**src/rtl/sacl_pkg.sv**
```systemverilog
package sacl_pkg;

    // Default sizes of the cache arrays.
    localparam int NUM_SETS_DEF   = 16;
    localparam int NUM_WAYS_DEF   = 4;
    localparam int ADDR_WIDTH_DEF = 16;

    // Widths of the access counter and of the fixed result fields.
    localparam int STAMP_W     = 32;
    localparam int SET_IDX_W   = 4;
    localparam int WAY_IDX_W   = 2;
    localparam int LINE_W      = 6;
    localparam int MEM_BLOCK_W = 16;

    // Configuration register widths and port widths.
    localparam int OFFSET_W   = 4;
    localparam int SETBITS_W  = 3;
    localparam int WAYS_W     = 3;
    localparam int CFG_IDX_W  = 2;
    localparam int CFG_DATA_W = 4;

    // The set number before reduction modulo the set count: set_bits is at most 7.
    localparam int SET_RAW_W = 7;

    // Register indexes on the configuration port.
    localparam logic [CFG_IDX_W-1:0] REG_POLICY      = 2'd0;
    localparam logic [CFG_IDX_W-1:0] REG_OFFSET_BITS = 2'd1;
    localparam logic [CFG_IDX_W-1:0] REG_SET_BITS    = 2'd2;
    localparam logic [CFG_IDX_W-1:0] REG_WAYS_IN_USE = 2'd3;

    // Replacement policies.
    localparam logic POLICY_LRU  = 1'b0;
    localparam logic POLICY_FIFO = 1'b1;

    // Register values after reset.
    localparam logic                 POLICY_RST      = POLICY_LRU;
    localparam logic [OFFSET_W-1:0]  OFFSET_BITS_RST = 4'd2;
    localparam logic [SETBITS_W-1:0] SET_BITS_RST    = 3'd2;
    localparam logic [WAYS_W-1:0]    WAYS_IN_USE_RST = 3'd4;

    // Commands from the controller to the datapath.
    typedef struct packed {
        logic accept;
        logic look;
        logic scan;
        logic fill;
    } sacl_cmd_t;

    // Status from the datapath to the controller.
    typedef struct packed {
        logic need_scan;
        logic scan_last;
    } sacl_status_t;

endpackage

```
**src/rtl/sacl_ram.sv**
```systemverilog
module sacl_ram #(
    parameter int WIDTH = 8,
    parameter int DEPTH = 16,
    localparam int ADDR_W = (DEPTH > 1) ? $clog2(DEPTH) : 1
) (
    input  logic                     clk,
    input  logic                     we,
    input  logic [ADDR_W-1:0]        waddr,
    input  logic [WIDTH-1:0]         wdata,
    input  logic                     re,
    input  logic [ADDR_W-1:0]        raddr,
    output logic [WIDTH-1:0]         rdata
);

    logic [WIDTH-1:0] mem_reg [DEPTH];
    logic [WIDTH-1:0] rdata_reg;

    always_ff @(posedge clk)
    begin
        if (we)
        begin
            mem_reg[waddr] <= wdata;
        end
        if (re)
        begin
            rdata_reg <= mem_reg[raddr];
        end
    end

    assign rdata = rdata_reg;

endmodule

```
**src/rtl/sacl_ctrl.sv**
```systemverilog
module sacl_ctrl (
    input  logic                   clk,
    input  logic                   rst_n,
    input  logic                   start,
    input  sacl_pkg::sacl_status_t status,
    output sacl_pkg::sacl_cmd_t    cmd,
    output logic                   busy
);

    localparam logic [1:0] S_IDLE = 2'd0;
    localparam logic [1:0] S_LOOK = 2'd1;
    localparam logic [1:0] S_SCAN = 2'd2;
    localparam logic [1:0] S_FILL = 2'd3;

    logic [1:0] state_reg;
    logic [1:0] state_next;

    always_ff @(posedge clk or negedge rst_n)
    begin
        if (!rst_n)
        begin
            state_reg <= S_IDLE;
        end
        else
        begin
            state_reg <= state_next;
        end
    end

    always_comb
    begin
        state_next = state_reg;
        cmd        = '0;
        case (state_reg)
            S_IDLE:
            begin
                cmd.accept = start;
                if (start)
                begin
                    state_next = S_LOOK;
                end
            end
            S_LOOK:
            begin
                cmd.look   = 1'b1;
                state_next = status.need_scan ? S_SCAN : S_IDLE;
            end
            S_SCAN:
            begin
                cmd.scan = 1'b1;
                if (status.scan_last)
                begin
                    state_next = S_FILL;
                end
            end
            S_FILL:
            begin
                cmd.fill   = 1'b1;
                state_next = S_IDLE;
            end
            default:
            begin
                state_next = S_IDLE;
            end
        endcase
    end

    assign busy = (state_reg != S_IDLE);

endmodule

```
**src/rtl/sacl_datapath.sv**
```systemverilog
module sacl_datapath #(
    parameter int NUM_SETS   = sacl_pkg::NUM_SETS_DEF,
    parameter int NUM_WAYS   = sacl_pkg::NUM_WAYS_DEF,
    parameter int ADDR_WIDTH = sacl_pkg::ADDR_WIDTH_DEF
) (
    input  logic                                   clk,
    input  logic                                   rst_n,
    input  logic                                   cfg_we,
    input  logic [sacl_pkg::CFG_IDX_W-1:0]         cfg_index,
    input  logic [sacl_pkg::CFG_DATA_W-1:0]        cfg_data,
    input  logic [ADDR_WIDTH-1:0]                  mem_address,
    input  sacl_pkg::sacl_cmd_t                    cmd,
    output sacl_pkg::sacl_status_t                 status,
    output logic                                   done,
    output logic                                   hit,
    output logic [sacl_pkg::SET_IDX_W-1:0]         set_index,
    output logic [sacl_pkg::WAY_IDX_W-1:0]         way_index,
    output logic [sacl_pkg::LINE_W-1:0]            line_number,
    output logic [sacl_pkg::MEM_BLOCK_W-1:0]       memory_block
);

    localparam int STAMP_W    = sacl_pkg::STAMP_W;
    localparam int SET_W      = (NUM_SETS > 1) ? $clog2(NUM_SETS) : 1;
    localparam int WAY_W      = (NUM_WAYS > 1) ? $clog2(NUM_WAYS) : 1;
    localparam int WAYS_W     = sacl_pkg::WAYS_W;
    localparam int TAG_LO     = NUM_WAYS + WAY_W;
    localparam int STAMP_LO   = TAG_LO + NUM_WAYS * ADDR_WIDTH;
    localparam int ROW_W      = STAMP_LO + NUM_WAYS * STAMP_W;
    localparam int SET_RAW_W  = sacl_pkg::SET_RAW_W;
    localparam int SET_LUT_N  = 2 ** SET_RAW_W;
    localparam int FIFO_LUT_N = 2 ** (WAY_W + WAYS_W);
    localparam int LN_W       = SET_W + WAYS_W + WAY_W + 1;
    localparam int CMP_W      = WAY_W + WAYS_W;

    // Configuration registers.
    logic                                policy_reg;
    logic [sacl_pkg::OFFSET_W-1:0]       offset_reg;
    logic [sacl_pkg::SETBITS_W-1:0]      setbits_reg;
    logic [WAYS_W-1:0]                   ways_reg;

    always_ff @(posedge clk or negedge rst_n)
    begin
        if (!rst_n)
        begin
            policy_reg  <= sacl_pkg::POLICY_RST;
            offset_reg  <= sacl_pkg::OFFSET_BITS_RST;
            setbits_reg <= sacl_pkg::SET_BITS_RST;
            ways_reg    <= sacl_pkg::WAYS_IN_USE_RST;
        end
        else if (cfg_we)
        begin
            case (cfg_index)
                sacl_pkg::REG_POLICY:      policy_reg  <= cfg_data[0];
                sacl_pkg::REG_OFFSET_BITS: offset_reg  <= cfg_data[sacl_pkg::OFFSET_W-1:0];
                sacl_pkg::REG_SET_BITS:    setbits_reg <= cfg_data[sacl_pkg::SETBITS_W-1:0];
                sacl_pkg::REG_WAYS_IN_USE: ways_reg    <= cfg_data[WAYS_W-1:0];
                default:                   policy_reg  <= policy_reg;
            endcase
        end
    end

    // Effective associativity: zero counts as one, large values saturate.
    logic [WAYS_W-1:0] eff_ways;

    always_comb
    begin
        if (ways_reg == '0)
        begin
            eff_ways = WAYS_W'(1);
        end
        else if (int'(ways_reg) > NUM_WAYS)
        begin
            eff_ways = WAYS_W'(NUM_WAYS);
        end
        else
        begin
            eff_ways = ways_reg;
        end
    end

    // Constant tables: set number modulo the set count, and FIFO pointer
    // modulo the ways in use.
    logic [SET_W-1:0] set_lut  [SET_LUT_N];
    logic [WAY_W-1:0] fifo_lut [FIFO_LUT_N];

    for (genvar g = 0; g < SET_LUT_N; g++)
    begin : g_set_lut
        localparam int SET_MOD = g % NUM_SETS;
        assign set_lut[g] = SET_W'(SET_MOD);
    end

    for (genvar f = 0; f < 2 ** WAY_W; f++)
    begin : g_fifo_f
        for (genvar w = 0; w < 2 ** WAYS_W; w++)
        begin : g_fifo_w
            localparam int FIFO_MOD = (w == 0) ? 0 : (f % ((w == 0) ? 1 : w));
            assign fifo_lut[f * (2 ** WAYS_W) + w] = WAY_W'(FIFO_MOD);
        end
    end

    // Address split at the input transaction.
    logic [ADDR_WIDTH-1:0] blk_in;
    logic [SET_RAW_W-1:0]  set_mask;
    logic [SET_RAW_W-1:0]  set_raw;
    logic [SET_W-1:0]      set_in;

    assign blk_in   = mem_address >> offset_reg;
    assign set_mask = SET_RAW_W'((8'd1 << setbits_reg) - 8'd1);
    assign set_raw  = blk_in[SET_RAW_W-1:0] & set_mask;
    assign set_in   = set_lut[set_raw];

    logic [ADDR_WIDTH-1:0] block_reg;
    logic [SET_W-1:0]      set_reg;
    logic [STAMP_W-1:0]    stamp_reg;
    logic [STAMP_W-1:0]    count_reg;

    always_ff @(posedge clk)
    begin
        if (cmd.accept)
        begin
            block_reg <= blk_in;
            set_reg   <= set_in;
            stamp_reg <= count_reg;
        end
    end

    always_ff @(posedge clk or negedge rst_n)
    begin
        if (!rst_n)
        begin
            count_reg <= '0;
        end
        else if (cmd.accept && (count_reg != '1))
        begin
            count_reg <= count_reg + 1'b1;
        end
    end

    // One RAM row per set: stamps, tags, FIFO pointer and valid bits.
    logic             wr_en;
    logic [ROW_W-1:0] rd_row;
    logic [ROW_W-1:0] wr_row;

    sacl_ram #(
        .WIDTH (ROW_W),
        .DEPTH (NUM_SETS)
    ) u_ram (
        .clk   (clk),
        .we    (wr_en),
        .waddr (set_reg),
        .wdata (wr_row),
        .re    (cmd.accept),
        .raddr (set_in),
        .rdata (rd_row)
    );

    // A set that has never been written reads as empty with its pointer at zero.
    logic [NUM_SETS-1:0] touched_reg;

    logic [NUM_WAYS-1:0]               valid_w;
    logic [NUM_WAYS-1:0][ADDR_WIDTH-1:0] tags_w;
    logic [NUM_WAYS-1:0][STAMP_W-1:0]  stamps_w;
    logic [WAY_W-1:0]                  fifo_w;

    always_comb
    begin
        for (int j = 0; j < NUM_WAYS; j++)
        begin
            valid_w[j]  = rd_row[j] & touched_reg[set_reg];
            tags_w[j]   = rd_row[TAG_LO + j * ADDR_WIDTH +: ADDR_WIDTH];
            stamps_w[j] = rd_row[STAMP_LO + j * STAMP_W +: STAMP_W];
        end
        fifo_w = touched_reg[set_reg] ? rd_row[NUM_WAYS +: WAY_W] : '0;
    end

    // Parallel tag compare and empty search; the lowest way wins.
    logic             hit_any;
    logic [WAY_W-1:0] hit_way;
    logic             empty_any;
    logic [WAY_W-1:0] empty_way;

    always_comb
    begin
        hit_any   = 1'b0;
        hit_way   = '0;
        empty_any = 1'b0;
        empty_way = '0;
        for (int j = NUM_WAYS - 1; j >= 0; j--)
        begin
            if (j < int'(eff_ways))
            begin
                if (valid_w[j] && (tags_w[j] == block_reg))
                begin
                    hit_any = 1'b1;
                    hit_way = WAY_W'(j);
                end
                if (!valid_w[j])
                begin
                    empty_any = 1'b1;
                    empty_way = WAY_W'(j);
                end
            end
        end
    end

    logic [WAY_W-1:0] fifo_way;
    logic [WAY_W-1:0] fifo_adv;
    logic             fifo_replace;
    logic             need_scan;
    logic [WAY_W-1:0] look_way;

    assign fifo_way = fifo_lut[{fifo_w, eff_ways}];
    assign fifo_adv = (CMP_W'(fifo_way) + CMP_W'(1) == CMP_W'(eff_ways)) ?
                      '0 : WAY_W'(fifo_way + 1'b1);

    assign need_scan    = !hit_any && !empty_any && (policy_reg == sacl_pkg::POLICY_LRU);
    assign fifo_replace = cmd.look && !hit_any && !empty_any &&
                          (policy_reg == sacl_pkg::POLICY_FIFO);
    assign look_way     = hit_any ? hit_way : (empty_any ? empty_way : fifo_way);

    // LRU victim scan, one way per cycle over the row held at the RAM output.
    logic [WAY_W-1:0]   scan_j_reg;
    logic [STAMP_W-1:0] smallest_reg;
    logic [WAY_W-1:0]   victim_reg;

    always_ff @(posedge clk)
    begin
        if (cmd.look)
        begin
            scan_j_reg   <= '0;
            smallest_reg <= stamp_reg;
            victim_reg   <= '0;
        end
        else if (cmd.scan)
        begin
            if (stamps_w[scan_j_reg] < smallest_reg)
            begin
                smallest_reg <= stamps_w[scan_j_reg];
                victim_reg   <= scan_j_reg;
            end
            scan_j_reg <= WAY_W'(scan_j_reg + 1'b1);
        end
    end

    assign status.need_scan = need_scan;
    assign status.scan_last = (CMP_W'(scan_j_reg) == CMP_W'(eff_ways) - CMP_W'(1));

    // Write-back of the chosen way and the result.
    logic             finish;
    logic [WAY_W-1:0] fin_way;
    logic             fin_hit;
    logic             do_stamp;

    assign finish   = (cmd.look && !need_scan) || cmd.fill;
    assign fin_way  = cmd.fill ? victim_reg : look_way;
    assign fin_hit  = cmd.fill ? 1'b0 : hit_any;
    assign do_stamp = !fin_hit || (policy_reg == sacl_pkg::POLICY_LRU);
    assign wr_en    = finish;

    always_comb
    begin
        wr_row = rd_row;
        for (int j = 0; j < NUM_WAYS; j++)
        begin
            wr_row[j] = valid_w[j] | (WAY_W'(j) == fin_way);
            if (WAY_W'(j) == fin_way)
            begin
                wr_row[TAG_LO + j * ADDR_WIDTH +: ADDR_WIDTH] = block_reg;
                if (do_stamp)
                begin
                    wr_row[STAMP_LO + j * STAMP_W +: STAMP_W] = stamp_reg;
                end
            end
        end
        wr_row[NUM_WAYS +: WAY_W] = fifo_replace ? fifo_adv : fifo_w;
    end

    always_ff @(posedge clk or negedge rst_n)
    begin
        if (!rst_n)
        begin
            touched_reg <= '0;
            done        <= 1'b0;
        end
        else
        begin
            if (finish)
            begin
                touched_reg[set_reg] <= 1'b1;
            end
            done <= finish;
        end
    end

    logic [LN_W-1:0] line_calc;

    assign line_calc = LN_W'(set_reg) * LN_W'(eff_ways) + LN_W'(fin_way);

    always_ff @(posedge clk)
    begin
        if (finish)
        begin
            hit          <= fin_hit;
            set_index    <= sacl_pkg::SET_IDX_W'(set_reg);
            way_index    <= sacl_pkg::WAY_IDX_W'(fin_way);
            line_number  <= sacl_pkg::LINE_W'(line_calc);
            memory_block <= sacl_pkg::MEM_BLOCK_W'(block_reg);
        end
    end

endmodule

```
**src/rtl/set_assoc_cache_lookup.sv**
```systemverilog
// Channel        Signals                                    Handshake
// command        start, mem_address                         start && !busy
// result         done, hit, set_index, way_index,           done, one cycle
//                line_number, memory_block
// configuration  cfg_valid, cfg_ready, cfg_index, cfg_data  cfg_valid && cfg_ready
//
// A hit, a fill of an empty way or a FIFO replacement finishes in the look-up
// state, and the next transaction can be accepted in the cycle that shows the
// result. An LRU replacement goes on through the stamp search, which visits one
// way of the set per cycle, and then a fill state before the result strobe.
// Reset is asynchronous and needs no clearing pass: a per-set flag marks sets
// never written, which read as empty. The receiver cannot stall the result.
module set_assoc_cache_lookup #(
    parameter int NUM_SETS   = sacl_pkg::NUM_SETS_DEF,
    parameter int NUM_WAYS   = sacl_pkg::NUM_WAYS_DEF,
    parameter int ADDR_WIDTH = sacl_pkg::ADDR_WIDTH_DEF
) (
    input  logic                               clk,
    input  logic                               rst_n,
    input  logic                               start,
    output logic                               busy,
    input  logic [ADDR_WIDTH-1:0]              mem_address,
    input  logic                               cfg_valid,
    output logic                               cfg_ready,
    input  logic [sacl_pkg::CFG_IDX_W-1:0]     cfg_index,
    input  logic [sacl_pkg::CFG_DATA_W-1:0]    cfg_data,
    output logic                               done,
    output logic                               hit,
    output logic [sacl_pkg::SET_IDX_W-1:0]     set_index,
    output logic [sacl_pkg::WAY_IDX_W-1:0]     way_index,
    output logic [sacl_pkg::LINE_W-1:0]        line_number,
    output logic [sacl_pkg::MEM_BLOCK_W-1:0]   memory_block
);

    sacl_pkg::sacl_cmd_t    cmd;
    sacl_pkg::sacl_status_t status;

    // The user makes writes only while idle; the block does not enforce this.
    assign cfg_ready = 1'b1;

    sacl_ctrl u_ctrl (
        .clk    (clk),
        .rst_n  (rst_n),
        .start  (start),
        .status (status),
        .cmd    (cmd),
        .busy   (busy)
    );

    sacl_datapath #(
        .NUM_SETS   (NUM_SETS),
        .NUM_WAYS   (NUM_WAYS),
        .ADDR_WIDTH (ADDR_WIDTH)
    ) u_datapath (
        .clk          (clk),
        .rst_n        (rst_n),
        .cfg_we       (cfg_valid && cfg_ready),
        .cfg_index    (cfg_index),
        .cfg_data     (cfg_data),
        .mem_address  (mem_address),
        .cmd          (cmd),
        .status       (status),
        .done         (done),
        .hit          (hit),
        .set_index    (set_index),
        .way_index    (way_index),
        .line_number  (line_number),
        .memory_block (memory_block)
    );

endmodule

```
**config.mk**
```make
export PLATFORM = sky130hd
export DESIGN_NAME = set_assoc_cache_lookup
export DESIGN_NICKNAME = d
export VERILOG_FILES = /design/src/rtl/sacl_pkg.sv /design/src/rtl/sacl_ram.sv /design/src/rtl/sacl_ctrl.sv /design/src/rtl/sacl_datapath.sv /design/src/rtl/set_assoc_cache_lookup.sv
export SDC_FILE = /design/constraint.sdc
export NUM_CORES = 2
export LEC_CHECK = 0
export CORE_UTILIZATION = 35
export DETAILED_ROUTE_END_ITERATION = 16
export DONT_BUFFER_PORTS = 1
export HOLD_SLACK_MARGIN = 0.12
export PLACE_DENSITY = 0.52
export SYNTH_ARGS = -nofsm -noshare
export SYNTH_HDL_FRONTEND = slang
export SYNTH_SLANG_ARGS = --single-unit
export TNS_END_PERCENT = 30
```
**constraint.sdc**
```tcl
create_clock -name clk -period 21.8 [get_ports clk]
set_clock_uncertainty 0.2 [all_clocks]
set_input_delay 3.27 -clock clk [delete_from_list [all_inputs] [get_ports clk]]
set_output_delay 3.27 -clock clk [all_outputs]
set_load 0.05 [all_outputs]
```
* Yosys cells after proc, flatten, opt, wreduce, memory -nomap -nowiden *
Memories as Yosys holds them, arrays and structs flattened. A register that Yosys moved wholly into a read port is not among the register bits.
Cells that the tools add are included.

storage, ports and cells
  register bits = 179
  bits in latches = 0
  ROM bits = 576
  RAM bits = 3168
  input bits = 26
  memories = 3
  output and inout port bits = 32

cells by class
  eq/ne operators = 18
  add/subtract/negate cells = 7
  divide/modulo/power cells = 0
  $mul = 1
  reduce and logical (&&, ||, !) cells = 32
  order comparisons = 11
  multiplexer cells = 76
  bitwise logic cells = 13
  shift operators = 2

memories
  name                      words  width  rd ports  clocked after memory_dff  wr ports  line                  text
  u_datapath.u_ram.mem_reg  16     198    1         1                         1         sacl_ram.sv:15        logic [WIDTH-1:0] mem_reg [DEPTH];
  (name not given)          128    4      1         0                         0         sacl_datapath.sv:110  assign set_in = set_lut[set_raw];
  (name not given)          32     2      1         0                         0         sacl_datapath.sv:212  assign fifo_way = fifo_lut[{fifo_w, eff_ways}];

operators with widths
  cell                                              count
  two-way mux 32 bit                                12
  binary-select mux 32 bit (select 2 bit)           1
  == test 16 bit                                    4
  two-way mux 16 bit                                4
  two-way mux 2 bit                                 27
  adder 32 x 1 -> 32 bit, second input constant     1
  less-than comparator 32 bit                       1
  != test 32 bit, second input constant             1
  two-way mux 1 bit                                 25
  OR 16 bit                                         1
  right shift 16 x 4 -> 16 bit                      1
  AND reduction 2 bit                               7
  logical AND 1 bit                                 12
  == test 2 bit, second input constant              4
  >= comparator 8 bit, second input constant        1
  two-way mux 4 bit                                 2
  inverter 7 -> 8 bit                               1
  case mux 2 bit (4 select lines)                   1
  bitwise AND 7 bit                                 1
  left shift 1 x 3 -> 7 bit, first input constant   1
  subtractor 7 x 1 -> 7 bit, second input constant  1
  adder 6 x 2 -> 6 bit                              1
  >= comparator 6 bit, second input constant        1
  zero test 2 bit                                   3
  other kinds (27)                                  46

* Longest topological paths before layout *
  depth after elaboration = 20
  mapped depth = 16
  depth with buffers taken out = 16

* Cells and area by module *
A second synthesis with hierarchy kept.

second synthesis, totals
  cells, all modules = 6336
  area total of the unflattened synthesis = 137732.1 um2

by module, submodules not included
  module                  times used  cells each  area each (um2)
  sacl_ram                1           5177        124794.7
  sacl_datapath           1           1146        12807.3
  sacl_ctrl               1           11          118.9
  set_assoc_cache_lookup  1           2           11.3

* Worst setup path before layout *
Ideal clock, no wire load.

  path kind = flip-flop to flip-flop
  start = register u_datapath.set_reg[3]
  end = register u_datapath.touched_reg[0]
  period minus slack after synthesis = 22.709 ns
  arrival = 22.332 ns
  slack = -0.909 ns
  cell stages (with the launch flop) = 10
  buffers on the path = 1
  setup time = 0.177 ns
  path through = edfxtp_1 -> buf_2 -> mux2_2 -> o22ai_1 -> o32a_1 -> or3_1 -> a21oi_4 -> o32ai_2 -> nor4_1 -> or2_2

between the ends
  longest elaborated chain between the ends = 18

ends and longest elaborated chain
  element                                  line                  text
  start, declared                          sacl_datapath.sv:113  logic [SET_W-1:0] set_reg;
  start signal, assigned                   sacl_datapath.sv:122  set_reg <= set_in;
  binary-select mux 1 bit (select 4 bit)   sacl_datapath.sv:169  valid_w[j] = rd_row[j] & touched_reg[set_reg];
  two-way mux 1 bit (not written as such)  sacl_datapath.sv:169
  bitwise AND 1 bit                        sacl_datapath.sv:169
  logical AND 1 bit                        sacl_datapath.sv:192  if (valid_w[j] && (tags_w[j] == block_reg))
  two-way mux 1 bit                        sacl_datapath.sv:192
  two-way mux 1 bit                        sacl_datapath.sv:190  if (j < int'(eff_ways))
  two-way mux 1 bit                        sacl_datapath.sv:192
  two-way mux 1 bit                        sacl_datapath.sv:190
  two-way mux 1 bit                        sacl_datapath.sv:192
  two-way mux 1 bit                        sacl_datapath.sv:190
  two-way mux 1 bit                        sacl_datapath.sv:192
  two-way mux 1 bit                        sacl_datapath.sv:190
  zero test 1 bit                          sacl_datapath.sv:216  assign need_scan = !hit_any && !empty_any && (policy_reg == sacl_pkg::POLICY_LRU);
  logical AND 1 bit (2 in series)          sacl_datapath.sv:216
  zero test 1 bit                          sacl_datapath.sv:254  assign finish = (cmd.look && !need_scan) || cmd.fill;
  logical AND 1 bit                        sacl_datapath.sv:254
  logical OR 1 bit                         sacl_datapath.sv:254
  end signal, assigned                     sacl_datapath.sv:282  touched_reg <= '0;
  end signal, assigned by index            sacl_datapath.sv:289  touched_reg[set_reg] <= 1'b1;
  end, declared                            sacl_datapath.sv:158  logic [NUM_SETS-1:0] touched_reg;

Several ways; a longest one is shown, not always the timed one. The select of a mux whose other input is x is not followed.
A chain may end at the register's enable or synchronous reset.

* Final worst setup path *
  start = input mem_address[7]
  end = register u_datapath.u_ram.rdata_reg[103] (netlist: u_datapath.u_ram.rdata[103]), read port of u_datapath.u_ram.mem_reg, data pin

between the ends
  longest elaborated chain between the ends = 6

ends and longest elaborated chain
  element                                                line                          text
  start, declared                                        set_assoc_cache_lookup.sv:22  input logic [ADDR_WIDTH-1:0] mem_address,
  right shift 16 x 4 -> 16 bit                           sacl_datapath.sv:107          assign blk_in = mem_address >> offset_reg;
  named net u_datapath.blk_in[0]                         sacl_datapath.sv:102          logic [ADDR_WIDTH-1:0] blk_in;
  bitwise AND 7 bit                                      sacl_datapath.sv:109          assign set_raw = blk_in[SET_RAW_W-1:0] & set_mask;
  inverter 7 -> 8 bit (not written as such)              sacl_datapath.sv:110
  memory (128 x 4 bit)                                   -
  two-way mux 4 bit (not written as such) (2 in series)  sacl_datapath.sv:110
  end, declared                                          sacl_ram.sv:16                logic [WIDTH-1:0] rdata_reg;

The timed path passes the listed nets, and every way through them passes these cells. The select of a mux whose other input is x is not followed.

==> impl_metrics.yaml <==
grt:
  globalRouteMet3Util_pct: 2.31
  grt.met2_usage_pct: 31.3
  grt_max_degree: 231
  busiest_layer: "met2"
  grt_overflow: 0
  first_global_vias: 80831
  antenna_found_initial: 12
  grtUsageTotal_pct: 18.7
  grt_pass1_wl_um: 566000
  grtUsageMet1_pct: 25.9
cts:
  post_cts_buffers: 0
  ctsResizeCount: 0
  cts_max_level: 5
  cts.clk_slew.worst_paths_ns: 0.06
  clk-insertion-delay-late_ns: 0.95
  cts_tree: "done"
  ctsHoldBuffers: 0
  cts-root-buf: "clkbuf_16"
  cts_inserted_buffers: 377
  cts_num_sinks: 3545
  clk_path_buf_depth: 4
setup_path:
  crit_type: "in2reg"
  crit_fanout: 230
  r2r-start: "u_datapath.block_reg[1]$_DFFE_PP_"
  max_stage_delay_ns: 0.81
  slowest_stage: "inv_8"
  critPathCaptureType: "register"
  critPathArrivalTime_ns: 9.62
  critical_path_required_ns: 22.27
  crit_chain: "mux2i_1, mux4_2, mux2i_1, nand2_8, inv_8, buf_12, buf_12, buf_4, buf_4, nor2b_1, a211oi_1, a31oi_1, a22oi_1, nand2_1"
  setup.worst_path.start_class: "input pin"
  crit_path_start: "mem_address[7]"
finish:
  fillCellCount: 36964
  multi_input_area_sq_mm: 0.0335
  largest_register_ffs: 3168
  final_area_sq_mm: 0.160
  syn2layout_area_growth_pct: 12.4
  seq_area_sq_mm: 0.106
  drive_gt1_share_pct: 9.86
  final_nets: 9618
  final_util_pct: 39.6
  fin_cells: 15236
flow_run:
  max_cap_viol_count: 0
synthesis:
  ys_async_sr_fraction_pct: 1.75
  synthDistinctLibCells: 73
  synthFlopType: "edfxtp_1"
  yosysSeqAreaShare_pct: 74.5
  yosys.area.top_type_share_pct: 73.4
  synth_area_leader_cell: "edfxtp_1"
  synth.net_count: 9746
  syn_area_per_cell_sq_um: 14.7
  yosys_register_bits: 3545
  synth_edf_count: 3479
  syn_inst: 9665
  synthTopCellsByArea: "edfxtp_1 (73%), nand2_1 (4.8%), a211oi_1 (4.2%)"
  syn_area_sq_mm: 0.142
  ys_warn_count: 0
place:
  placedCellCount: 14563
  dpl_cell_area_sq_mm: 0.148
  hpwlAfterDp_um: 189000
  routabilityCongestion: 0.771
  portBuffers: 0
routing:
  routed_via_density: 5.44
  drtAntennaViolNets: 0
  avgRoutedWirePerCell_um: 25.8
  wirelength_um: 392000
  dr.pass1.iters: 6
  route.detailed.drc: 0
  vias: 82813
  drtIter0Drc: 7722
die:
  fp.dieH_um: 640
  io_pins: 58
  die_w_um: 640
  dieArea_sq_mm: 0.409
  initial_core_util_pct: 35.3
  core_sq_mm: 0.404
  rows: 233
power:
  clkPwrFrac_pct: 27.4
  p_sw_w: 0.00783
  leakage_nw: 51.1
  ir_drop_mv: 0.110
  powerDensity_mw_per_mm2: 142
  p_int_w: 0.0149
  power_frac_seq_pct: 44.1
  swShare_pct: 34.4
  power_w: 0.0227
  combinationalPowerShare_pct: 28.5
timing:
  finalSetupTns_ns: 0
  tightest_slew_ns: 1.13
  slew_headroom_pct: 24.8
  final.period_utilization_pct: 42.0
  fmax_mhz: 109
  setup_viol: 0
  finalHoldViolCount: 0
  fin_crit_ns: 9.15
  rsz0062_at_grt: "no"
  drv_slew: 0
run_status:
  status: "finished, final reports clean"
worst_hold_path:
  hold_path_startpoint: "u_datapath.touched_reg[0]$_DFFE_PN0N_"
  hold_class: "reg2reg"
cells in the mapped netlist, drive strengths merged (35+ instances only):
cell type,number
inv,57
nand2,1824
edfxtp,3479
nor2b,800
buf,257
a31oi,794
clkbuf,427
nor2,50
nand4,35
mux2,251
xnor2,87
a22oi,396
mux4,40
ha,52
a211oi,799
dfrtp,59
power groups by stage:
| stage | Sequential (W) | Clock, W | Combinational (W) |
|---|---|---|---|
| 3_3_place_gp | 0.0101 | 0 | 0.00636 |
| 3_5_place_dp | 0.0102 | 0 | 0.00649 |
| 2_1_floorplan | 0.0102 | 0 | 0.00438 |
| 6_report | 0.0100 | 0.00622 | 0.00648 |
| 5_1_grt | 0.0101 | 0.00660 | 0.00709 |
| 4_1_cts | 0.0100 | 0.00635 | 0.00652 |
per-layer routing:
metal | part of all wire (%) | wire length [um] | vias up
li1 | - | - | 36737
met1 | 44 | 175000 | 43139
met2 | 48 | 188000 | 2411
met3 | 5.6 | 21800 | 526
met4 | 2.0 | 8000 | 0
met5 | 0 | 0 | -
cells by family after synthesis:
logic type | Yosys count | synth area share (%)
flip-flops | 3545 | 74.5
AND/OR/NAND/NOR | 2817 | 9.10
AO/OA/AOI/OAI | 2082 | 10.3
buffers and inverters | 742 | 2.16
multiplexers | 316 | 2.79
XOR/XNOR | 107 | 0.658
adder cells (fa/ha/maj) | 55 | 0.499
other | 1 | 0.00263
stage by stage:
step	hold WS, ns	worst slack [ns]
3_5_place_dp	0.257	11.75
6_report	0.272	12.65
5_1_grt	0.289	12.03
4_1_cts	0.270	12.74
2_1_floorplan	0.221	-0.909
3_3_place_gp	0.250	11.74
cell usage in the layout (no fill, tap or decap), drive strengths merged, types with 7 or more instances in the layout:
master	instances
and2	13
clkinvlp	9
mux2	251
o21ai	18
and3	7
ha	52
a211oi	799
o22ai	7
nand3	28
buf	177
nor2	50
a21o	15
a21oi	16
bufinv	31
mux2i	25
nand4	35
o21bai	14
xnor2	87
nor4	10
a22oi	396
clkbuf	479
nor2b	800
xor2	20
dfrtp	59
mux4	40
nand2b	10
clkinv	139
inv	69
nand2	1824
a31oi	794
edfxtp	3479
critical path, delay by kind of cell:
| family | cells | cell delay [ns] |
|---|---|---|
| muxes | 3 | 1.06 |
| and+or+nand+nor | 3 | 0.64 |
| AOI/OAI and AO/OA | 3 | 0.59 |
| buffers and inverters | 5 | 3.51 |
path summary, 6_finish.rpt:
check,to,slack [ns],cells after the start
min in group asynchronous,u_datapath.setbits_reg[2]$_DFFE_PN0P_,1.83,0
max,u_datapath.u_ram.rdata[103]$_DFFE_PP_,12.65,14
max reg2reg,u_datapath.u_ram.mem_reg[7][91]$_DFFE_PP_,13.58,14
min,u_datapath.touched_reg[0]$_DFFE_PN0N_,0.27,1
max in group asynchronous,u_datapath.count_reg[10]$_DFFE_PN0P_,19.35,0
min reg2reg,u_datapath.touched_reg[0]$_DFFE_PN0N_,0.27,1
layout make-up:
| cell class | instances | share of cell area, % |
|---|---|---|
| repair buffers | 177 | 1.00 |
| inverters | 58 | 0.145 |
| diodes | 4 | 0.00626 |
| well taps | 5405 | 4.23 |
| clock inverters | 190 | 1.15 |
| flip-flops and latches | 3545 | 66.3 |
| multi-input cells | 5378 | 20.9 |
| clock buffers | 479 | 6.24 |
Note: power is estimated with default switching activity, not from simulation.
